<file path="src/rtl/cbht_pkg.sv">
// Shared widths, control codes and control structs for the cubic Bezier hit test.
`timescale 1ns / 1ps

package cbht_pkg;

  // Forward-difference registers; every sample offset fits well inside this width.
  localparam int DW     = 50;
  // Squared-distance accumulator width.
  localparam int AW     = 94;
  // Magnitude of one offset, split into a high and a low half for squaring.
  localparam int MW     = 47;
  localparam int LW     = 23;
  // Shared multiplier operand and product widths.
  localparam int MAW    = 32;
  localparam int MBW    = 24;
  localparam int PW     = MAW + MBW;
  // Cubic coefficient of one coordinate.
  localparam int A3W    = 20;
  // Step counter inside the setup and sample sequences.
  localparam int STEP_W = 4;
  // Alignment of the partial products of a square.
  localparam int SH_HH  = 2 * LW;
  localparam int SH_HL  = LW + 1;

  typedef enum logic [2:0] {
    S_IDLE   = 3'b001,
    S_SETUP  = 3'b010,
    S_SAMPLE = 3'b100
  } state_t;

  typedef enum logic [3:0] {
    MUL_NONE,
    MUL_BX,
    MUL_CX,
    MUL_EX,
    MUL_BY,
    MUL_CY,
    MUL_EY,
    MUL_TOL,
    MUL_HH,
    MUL_HL,
    MUL_LL
  } mul_sel_t;

  typedef enum logic [2:0] {
    ACC_HOLD,
    ACC_CLEAR,
    ACC_HH,
    ACC_HL,
    ACC_LL
  } acc_sel_t;

  typedef enum logic [1:0] {
    MAG_HOLD,
    MAG_PROD,
    MAG_DX,
    MAG_DY
  } mag_sel_t;

  typedef struct packed {
    logic ld_c2;
    logic ld_c1;
    logic ld_c0;
    logic adv;
  } diff_ctl_t;

  typedef struct packed {
    logic      take;
    mul_sel_t  mul_sel;
    acc_sel_t  acc_sel;
    mag_sel_t  mag_sel;
    diff_ctl_t diff_x;
    diff_ctl_t diff_y;
    logic      lim_ld;
    logic      res_ld;
  } seq_ctl_t;

endpackage

</file>
<file path="src/rtl/cbht_ctrl.sv">
// Sequencer: steps the shared multiplier through setup and through each curve sample.
`timescale 1ns / 1ps

module cbht_ctrl
  import cbht_pkg::*;
#(
  parameter int unsigned NUM_STEPS = 100
) (
  input  logic     clk,
  input  logic     rst,
  input  logic     in_valid,
  output logic     in_ready,
  output logic     out_valid,
  input  logic     out_ready,
  input  logic     hit_cond,
  output seq_ctl_t ctl
);

  localparam int KW = $clog2(NUM_STEPS + 1);

  state_t              state;
  state_t              state_next;
  logic [STEP_W-1:0]   step;
  logic [STEP_W-1:0]   step_next;
  logic [KW-1:0]       k;
  logic [KW-1:0]       k_next;
  logic                out_valid_next;
  logic                last;
  logic                out_free;

  assign last     = (k == KW'(NUM_STEPS));
  assign out_free = !out_valid || out_ready;
  assign in_ready = (state == S_IDLE);

  always_comb begin
    ctl            = '0;
    state_next     = state;
    step_next      = step;
    k_next         = k;
    out_valid_next = out_valid && !out_ready;
    case (state)
      S_IDLE: begin
        if (in_valid) begin
          ctl.take    = 1'b1;
          ctl.acc_sel = ACC_CLEAR;
          state_next  = S_SETUP;
          step_next   = '0;
        end
      end
      S_SETUP: begin
        step_next = step + 1'b1;
        case (step)
          4'd0: ctl.mul_sel = MUL_BX;
          4'd1: begin
            ctl.mul_sel      = MUL_CX;
            ctl.diff_x.ld_c2 = 1'b1;
          end
          4'd2: begin
            ctl.mul_sel      = MUL_EX;
            ctl.diff_x.ld_c1 = 1'b1;
          end
          4'd3: begin
            ctl.mul_sel      = MUL_BY;
            ctl.diff_x.ld_c0 = 1'b1;
          end
          4'd4: begin
            ctl.mul_sel      = MUL_CY;
            ctl.diff_y.ld_c2 = 1'b1;
          end
          4'd5: begin
            ctl.mul_sel      = MUL_EY;
            ctl.diff_y.ld_c1 = 1'b1;
          end
          4'd6: begin
            ctl.mul_sel      = MUL_TOL;
            ctl.diff_y.ld_c0 = 1'b1;
          end
          4'd7: ctl.mag_sel = MAG_PROD;
          4'd8: ctl.mul_sel = MUL_HH;
          4'd9: begin
            ctl.mul_sel = MUL_HL;
            ctl.acc_sel = ACC_HH;
          end
          4'd10: begin
            ctl.mul_sel = MUL_LL;
            ctl.acc_sel = ACC_HL;
          end
          4'd11: ctl.acc_sel = ACC_LL;
          4'd12: begin
            ctl.lim_ld  = 1'b1;
            ctl.acc_sel = ACC_CLEAR;
            state_next  = S_SAMPLE;
            step_next   = '0;
            k_next      = '0;
          end
          default: begin
          end
        endcase
      end
      S_SAMPLE: begin
        step_next = step + 1'b1;
        case (step)
          4'd0: ctl.mag_sel = MAG_DX;
          4'd1: ctl.mul_sel = MUL_HH;
          4'd2: begin
            ctl.mul_sel = MUL_HL;
            ctl.acc_sel = ACC_HH;
          end
          4'd3: begin
            ctl.mul_sel = MUL_LL;
            ctl.acc_sel = ACC_HL;
            ctl.mag_sel = MAG_DY;
          end
          4'd4: begin
            ctl.mul_sel = MUL_HH;
            ctl.acc_sel = ACC_LL;
          end
          4'd5: begin
            ctl.mul_sel = MUL_HL;
            ctl.acc_sel = ACC_HH;
          end
          4'd6: begin
            ctl.mul_sel = MUL_LL;
            ctl.acc_sel = ACC_HL;
          end
          4'd7: ctl.acc_sel = ACC_LL;
          4'd8: begin
            if (hit_cond || last) begin
              if (out_free) begin
                ctl.res_ld     = 1'b1;
                out_valid_next = 1'b1;
                state_next     = S_IDLE;
                step_next      = '0;
              end else begin
                step_next = step;
              end
            end else begin
              ctl.diff_x.adv = 1'b1;
              ctl.diff_y.adv = 1'b1;
              ctl.acc_sel    = ACC_CLEAR;
              k_next         = k + 1'b1;
              step_next      = '0;
            end
          end
          default: begin
          end
        endcase
      end
      default: begin
        state_next = S_IDLE;
        step_next  = '0;
      end
    endcase
  end

  always_ff @(posedge clk) begin
    if (rst) begin
      state     <= S_IDLE;
      step      <= '0;
      k         <= '0;
      out_valid <= 1'b0;
    end else begin
      state     <= state_next;
      step      <= step_next;
      k         <= k_next;
      out_valid <= out_valid_next;
    end
  end

endmodule

</file>
<file path="config.mk">
export PLATFORM = sky130hd
export DESIGN_NAME = cbht_ctrl
export DESIGN_NICKNAME = d
export VERILOG_FILES = /design/src/rtl/cbht_pkg.sv /design/src/rtl/cbht_ctrl.sv
export SDC_FILE = /design/constraint.sdc
export NUM_CORES = 1
export LEC_CHECK = 0
export BUFFER_PORTS_ARGS = -buffer_cell sky130_fd_sc_hd__buf_4
export CAP_MARGIN = 10
export CELL_PAD_IN_SITES_DETAIL_PLACEMENT = 1
export CELL_PAD_IN_SITES_GLOBAL_PLACEMENT = 2
export CORE_MARGIN = 3
export CORE_UTILIZATION = 30
export CTS_CLUSTER_SIZE = 40
export DETAILED_ROUTE_END_ITERATION = 10
export PLACE_DENSITY_LB_ADDON = 0.1
export SLEW_MARGIN = 40
export SYNTH_ARGS = -nofsm -noshare
export SYNTH_HDL_FRONTEND = slang
export SYNTH_SLANG_ARGS = --single-unit
export TNS_END_PERCENT = 100
</file>
<file path="constraint.sdc">
create_clock -name clk -period 2.6 [get_ports clk]
set_input_delay 0.39 -clock clk [delete_from_list [all_inputs] [get_ports clk]]
set_output_delay 0.39 -clock clk [all_outputs]
set_load 0.05 [all_outputs]
</file>
==> key figures, run 1 <==
Min path
  – Worst hold path type: in -> reg
  – WHS Path Cells: 2
  – Worst Hold Launch: rst
  – Hold Path End: state[1]$_SDFFE_PP0P_

Floorplan
  – Starting Density: 31.9%
  – Die ar.: 5200 sq um
  – Row cnt: 23
  – # IOs: 27
  – Die H: 72.1 um
  – Core area: 4120 sq um
  – Die X: 72.1 um

Worst setup path
  – Slowest CP cell: dfxtp_1
  – Highest cell delay on the worst timing path: 540 ps
  – Reg2reg end: state[0]$_SDFFE_PP1P_
  – Crit path arrival time: 2070 ps
  – R2R Setup Slk: 640 ps
  – Crit path capture type: output pin
  – Crit Path Max Fanout: 9
  – Crit path kind: reg -> out
  – Worst r2r src: step[0]$_SDFFE_PP0P_
  – Worst-case reg-to-reg path depth: 6
  – WP buf/inv: 1
  – Worst Path Required: 2210 ps
  – Startpoint class of the critical path: flip-flop
  – Cell family with most CP delay: simple AND/OR/NAND/NOR gates
  – CP cell instances: or3b_1 -> nor3_4 -> o31ai_1 -> a21oi_1 -> buf_4

Finish
  – Antenna diode count: 0
  – Layout cells sized above 1: 24.7%
  – Nets: 210
  – Area grow syn2layout: 25.3%

Timing
  – Setup tns final: 0 ps
  – Max frequency: 0.406 GHz
  – Setup Skew: 2.44 ps
  – RSZ-0062 raised after global routing: false
  – Worst slew pin tran: 481 ps
  – Final hold viol count: 0
  – Final setup violation count: 0
  – Slew Viols, Final: 0
  – Period utilisation layout: 94.7%
  – Final setup margin: 138 ps
  – Final Critical Period: 2460 ps
  – Slew margin rel.: 67.8%

Yosys
  – Netlist Area Pre-Place: 1310 sq um
  – Synth area leader: dfxtp_1
  – Syn Nets: 186
  – Synth top area cells: dfxtp_1 (23%), mux2i_1 (6.1%), ha_1 (5.7%)
  – Unique masters post-synth: 45
  – Post-synthesis sequential area ratio: 22.9%
  – Syn. warnings: 0
  – Post-synth top area share: 22.9%
  – Async SR Flop Fraction: 0%
  – Synth cell count leaders: nand2_1 (19), dfxtp_1 (15), inv_1 (12), nor2_1 (12), nand3_1 (11)
  – Mean Syn Cell Area: 7.49 sq um
  – EDFF count, synth: 0
  – Yosys reg bits: 15
  – Count leader, synth: nand2_1
  – Mapped Cells: 175
  – Ys flop type: dfxtp_1

Power and ir drop
  – PD cells: 326 nW/um^2
  – Internal power: 375 uW
  – Clock Power Share: 35.8%
  – Leak Pwr: 0.641 nW
  – Peak supply drop: 0.175 mV
  – Switch Pwr: 161 uW
  – Final Power: 536 uW
  – Sequential Power Share: 45.4%
  – Logic pwr share: 18.8%
  – Switching Share: 30.0%

Status
  – Outcome: complete, no violations

Drt
  – Final wirelength: 4000 um
  – WL/cell: 16.1 um
  – Final ANT Viol Nets: 0
  – DR pass1 iterations: 4
  – 1st-iter DRT viols: 65
  – DR DRC count: 0
  – Via count: 1351
  – Via/cell ratio: 5.45

Clocking
  – Clock Path Buffers: 2
  – Total CTS buffers: 3
  – Max H-tree Level: 1
  – CTS Root Buffer Type: clkbuf_8
  – Sink Count: 15
  – CTS clk-pin slew, worst paths: 60 ps
  – CTS tree: yes
  – Clk Latency, worst-skew pair: 250 ps

Global routing
  – First-pass GRT wire length: 6940 um
  – Largest net degree at the start of global routing: 13
  – Initial antenna violation count: 0
  – Gr ovfl total: 0
  – Vias in the first global route: 1367
  – All-Layer GR Usage: 16.5%

Placed design
  – DPL Wire Length: 3160 um
  – GP Congestion: 0.793
  – Port-buffer cells: 26
  – DP Worst Slack: 341 ps

Flow run
  – Max_cap viols: 0
[stage by stage]
stage / hold WS [ps] / cells / utilization [%] / instance area [sq um]
final: 386 / 248 / 39.9 / 1640
after global routing: 388 / 248 / 39.9 / 1640
after CTS: 372 / 248 / 39.4 / 1620
after detailed placement: 478 / 244 / 38.3 / 1580
after global placement: 459 / 244 / 38.3 / 1580
after floorplan: 443 / 175 / - / 1330
[layout make-up]
class / count / area, sq um
fillers: 524 / 2470
multi-input cells: 135 / 950
flip-flops and latches: 15 / 300
repair buffers: 32 / 240
well taps: 50 / 62.6
clock buffers: 4 / 45.0
inverters: 12 / 45.0
[worst max-delay path by stage]
stage / from / to / slack, ps / depth (start not counted)
6_report: state[1]$_SDFFE_PP0P_ / ctl[18] / 140 / 5
5_1_grt: state[1]$_SDFFE_PP0P_ / ctl[13] / 20 / 5
4_1_cts: step[0]$_SDFFE_PP0P_ / ctl[15] / 70 / 7
3_5_place_dp: step[0]$_SDFFE_PP0P_ / ctl[15] / 340 / 7
3_3_place_gp: state[1]$_SDFFE_PP0P_ / ctl[18] / 360 / 5
2_1_floorplan: state[2]$_SDFFE_PP0P_ / ctl[11] / 60 / 5
[cells in the final DEF, fill, tap and decap left out, types with 2 or more instances in the layout]
cell	n
buf_4	32
nand2_1	19
dfxtp_1	15
inv_1	12
nor2_1	11
nand3_1	11
nand2b_1	9
a21oi_1	8
mux2i_1	8
o21ai_0	5
and2_1	5
and3_1	5
nor3b_2	4
nor2b_1	4
a211oi_1	4
ha_1	4
nor3_1	3
o22ai_1	3
clkbuf_8	3
nor3_4	2
and3b_1	2
a211o_1	2
o31ai_1	2
o211ai_1	2
nand4_1	2
ha_2	2
[power groups by stage]
stage / clock network [mW] / registers (mW) / logic (mW)
2_1_floorplan: 0 / 0.246 / 0.0703
3_3_place_gp: 0 / 0.248 / 0.0987
3_5_place_dp: 0 / 0.249 / 0.0997
4_1_cts: 0.202 / 0.244 / 0.0999
5_1_grt: 0.214 / 0.244 / 0.110
6_report: 0.192 / 0.244 / 0.101
[kinds of logic after synthesis]
group           count (synthesis)  synth area share, %
compound gates                 37                 21.0
fa+ha+maj                       6                 5.73
buf+inv                        25                 7.92
flops                          15                 22.9
mux                             8                 6.11
simple gates                   84                 36.4
[metal layers]
layer  global-route usage, %  routed length [um]  vias up
met2                    25.2                1830       27
met4                    2.09                  13        0
li1                        -                   -      665
met1                    24.3                1980      657
met5                       0                   0        -
met3                    3.60                 172        2
[timing repair]
item,CTS,global route
gates resized for setup,0,5
endpoints found under the setup margin,0,5
hold buffers,0,0
setup buffers,0,0
[flip-flops by register name, indices dropped and copies added (netlist names)]
register and flops:
k 7, out_valid 1, state 3, step 4
[worst register-to-register path: stages (launching register included)]
cell and delay, ps:
dfxtp_1 380, inv_1 110, ha_2 270, and3b_1 260
o22ai_1 360, nand2_1 190, a311o_1 290
No activity file was read; power rests on OpenSTA's default activity.
==> run 2: changes to the inputs <==
==> constraint.sdc (replaced) <==
create_clock -name clk -period 2.6 [get_ports clk]
set_input_delay 0.39 -clock clk [delete_from_list [all_inputs] [get_ports clk]]
set_output_delay 0.39 -clock clk [all_outputs]
set_load 0.005 [all_outputs]
==> run 2 against run 1 <==
- critical endpoint is now ctl[12]
- sequential power about the same
- critical path depth increased by 2
- utilization decreased by 0.88 points
- routed wire length decreased by 1.2%
- worst setup slack improved by 78 ps
- critical path type unchanged
- sequential share of layout area increased by 0.41 points
- register-to-register slack got worse by 150 ps
- clock power increased by 3%
==> key figures, run 2 (synthesis results as in run 1) <==
Status
  – Outcome: complete, no violations

Global routing
  – Initial antenna violation count: 0 (unchanged)
  – Vias in the first global route: 1366 (-0.073%)
  – First-pass GRT wire length: 6630 um (-4.5%)
  – All-Layer GR Usage: 16.1% (-0.42 points)
  – Largest net degree at the start of global routing: 21 (+8)
  – Gr ovfl total: 0 (unchanged)

Clocking
  – Clock Path Buffers: 2 (unchanged)
  – Max H-tree Level: 1 (unchanged)
  – Sink Count: 15 (unchanged)
  – Clk Latency, worst-skew pair: 260 ps (about the same)
  – CTS Root Buffer Type: clkbuf_8
  – CTS tree: yes
  – CTS clk-pin slew, worst paths: 60 ps (about the same)
  – # hold bufs at CTS: 0 (unchanged)
  – Total CTS buffers: 3 (unchanged)
  – Post-CTS resize count: 0 (unchanged)
  – Post-CTS Setup Repair Bufs: 0 (unchanged)

Worst setup path
  – Critical path depth: 7 (+2)
  – Crit path launch: step[0]$_SDFFE_PP0P_
  – CP cell instances: inv_1 -> ha_1 -> and2_1 -> o21ai_0 -> nand3_1 -> a211o_1 -> buf_4
  – WP buf/inv: 2 (+1)
  – Worst r2r src: step[0]$_SDFFE_PP0P_
  – Slowest CP cell: dfxtp_1
  – Reg2reg end: state[0]$_SDFFE_PP1P_
  – R2R Setup Slk: 490 ps (-150 ps)
  – Crit path kind: reg -> out
  – Crit path arrival time: 1990 ps (-80 ps)
  – Worst Path Required: 2210 ps (about the same)
  – Crit Path Max Fanout: 9 (unchanged)
  – Worst-case reg-to-reg path depth: 6 (unchanged)
  – Highest cell delay on the worst timing path: 380 ps (-160 ps)
  – Cell family with most CP delay: compound AO/OA/AOI/OAI gates
  – Crit path capture type: output pin
  – Setup crit end: ctl[12]
  – Startpoint class of the critical path: flip-flop

Placed design
  – GP Congestion: 0.796 (+0.26%)
  – Port-buffer cells: 26 (unchanged)
  – Placement Cell Area: 1560 sq um (-1.3%)
  – DPL Wire Length: 3060 um (-3.1%)
  – DP Cell Count: 244 (unchanged)
  – DP Worst Slack: 454 ps (+113 ps)

Flow run
  – Max_cap viols: 0 (unchanged)

Finish
  – Area grow syn2layout: 22.5%
  – Antenna diode count: 0 (unchanged)
  – Fill count: 530 (+1.1%)
  – Largest Register: k
  – Layout Cells excl Fill: 248 (unchanged)
  – Fin util: 39.0% (-0.88 points)
  – Nets: 210 (unchanged)
  – Most common cell after layout, fill and taps aside: buf_4
  – Layout cells sized above 1: 22.2% (-2.5 points)
  – Largest regs: k (7), step (4), state (3)
  – Most frequent cells in the layout: buf_4 (32), nand2_1 (19), dfxtp_1 (15)
  – Max FFs per register: 7 (unchanged)
  – Finished Cell Area: 1610 sq um (-2.2%)

Floorplan
  – Row cnt: 23 (unchanged)
  – Core area: 4120 sq um (unchanged)
  – Die H: 72.1 um (unchanged)
  – # IOs: 27 (unchanged)
  – Die X: 72.1 um (unchanged)
  – Die ar.: 5200 sq um (unchanged)
  – Starting Density: 31.9% (unchanged)

Timing
  – Final setup violation count: 0 (unchanged)
  – Final hold viol count: 0 (unchanged)
  – RSZ-0062 raised after global routing: false
  – Fin Hold WS: 378 ps (-8.34 ps)
  – Slew Viols, Final: 0 (unchanged)
  – Final Critical Period: 2380 ps (-78.2 ps)
  – Slew margin rel.: 57.9% (-9.9 points)
  – Max frequency: 0.419 GHz (+3.3%)
  – Setup Skew: 2.00 ps (-0.433 ps)
  – Final setup margin: 216 ps (+78.2 ps)
  – Worst slew pin tran: 630 ps (+149 ps)
  – Setup tns final: 0 ps (unchanged)
  – Period utilisation layout: 91.7% (-3.0 points)

Drt
  – Met2 wire len: 2010 um (+9.9%)
  – Via count: 1346 (-0.37%)
  – Top routing layer in use: met4
  – Via/cell ratio: 5.43 (-0.37%)
  – 1st-iter DRT viols: 112 (+72%)
  – Metal3 WL: 133 um (-23%)
  – Wl on met1: 1720 um (-13%)
  – WL/cell: 15.9 um (-1.2%)
  – Final ANT Viol Nets: 0 (unchanged)
  – DR DRC count: 0 (unchanged)
  – Final wirelength: 3950 um (-1.2%)
  – DR pass1 iterations: 4 (unchanged)

Power and ir drop
  – Final Power: 515 uW (-3.9%)
  – Leak Pwr: 0.643 nW (+0.29%)
  – Peak supply drop: 0.182 mV (+4.1%)
  – PD cells: 321 nW/um^2 (-1.7%)

Min path
  – Worst hold path type: in -> reg
[run 2: cell count changes in the layout (fill, tap and decap cells not counted), moves of 2 or more]
cell,previous run,this run
ha_1,4,6
ha_2,2,0
nor3_2,0,2
nor3_4,2,0
[run 2: layout make-up]
cell class / count / area (sq um) / share of cell area, %
timing repair buffer: 32 / 240 / 15.0
multi-input combinational: 135 / 912 / 56.8
inverter: 12 / 45.0 / 2.80
clock buffer: 3 / 41.3 / 2.57
tap: 50 / 62.6 / 3.89
clock inverter: 1 / 5.00 / 0.312
sequential: 15 / 300 / 18.7
[run 2: worst min-delay path by stage]
stage                 startpoint                    end  slack, ps  depth (start not counted)
2_1_floorplan  k[6]$_SDFFE_PP0P_      k[6]$_SDFFE_PP0P_        440                          2
3_3_place_gp   k[6]$_SDFFE_PP0P_      k[6]$_SDFFE_PP0P_        460                          2
3_5_place_dp   k[6]$_SDFFE_PP0P_      k[6]$_SDFFE_PP0P_        470                          2
4_1_cts                      rst  state[2]$_SDFFE_PP0P_        370                          2
5_1_grt                      rst  state[2]$_SDFFE_PP0P_        390                          2
6_report                     rst   step[2]$_SDFFE_PP0P_        380                          2
[run 2: where the power goes]
group	switching [mW]	internal (mW)	leakage [nW]
clock	0.0913	0.107	0.0255
combinational	0.0423	0.0318	0.496
sequential	0.00936	0.234	0.121
total	0.143	0.372	0.643
[run 2: worst reg2reg max path, cell delays in order (launching register included)]
cell,delay [ps]
dfxtp_1,380
inv_1,110
ha_1,360
and3b_1,300
o22ai_1,380
nand2_1,190
a311o_1,290
[run 2: layer usage]
metal	track usage, %	vias up
li1	-	666
met1	19.7	649
met2	28.2	24
met3	1.80	7
met4	7.10	0
met5	0	-
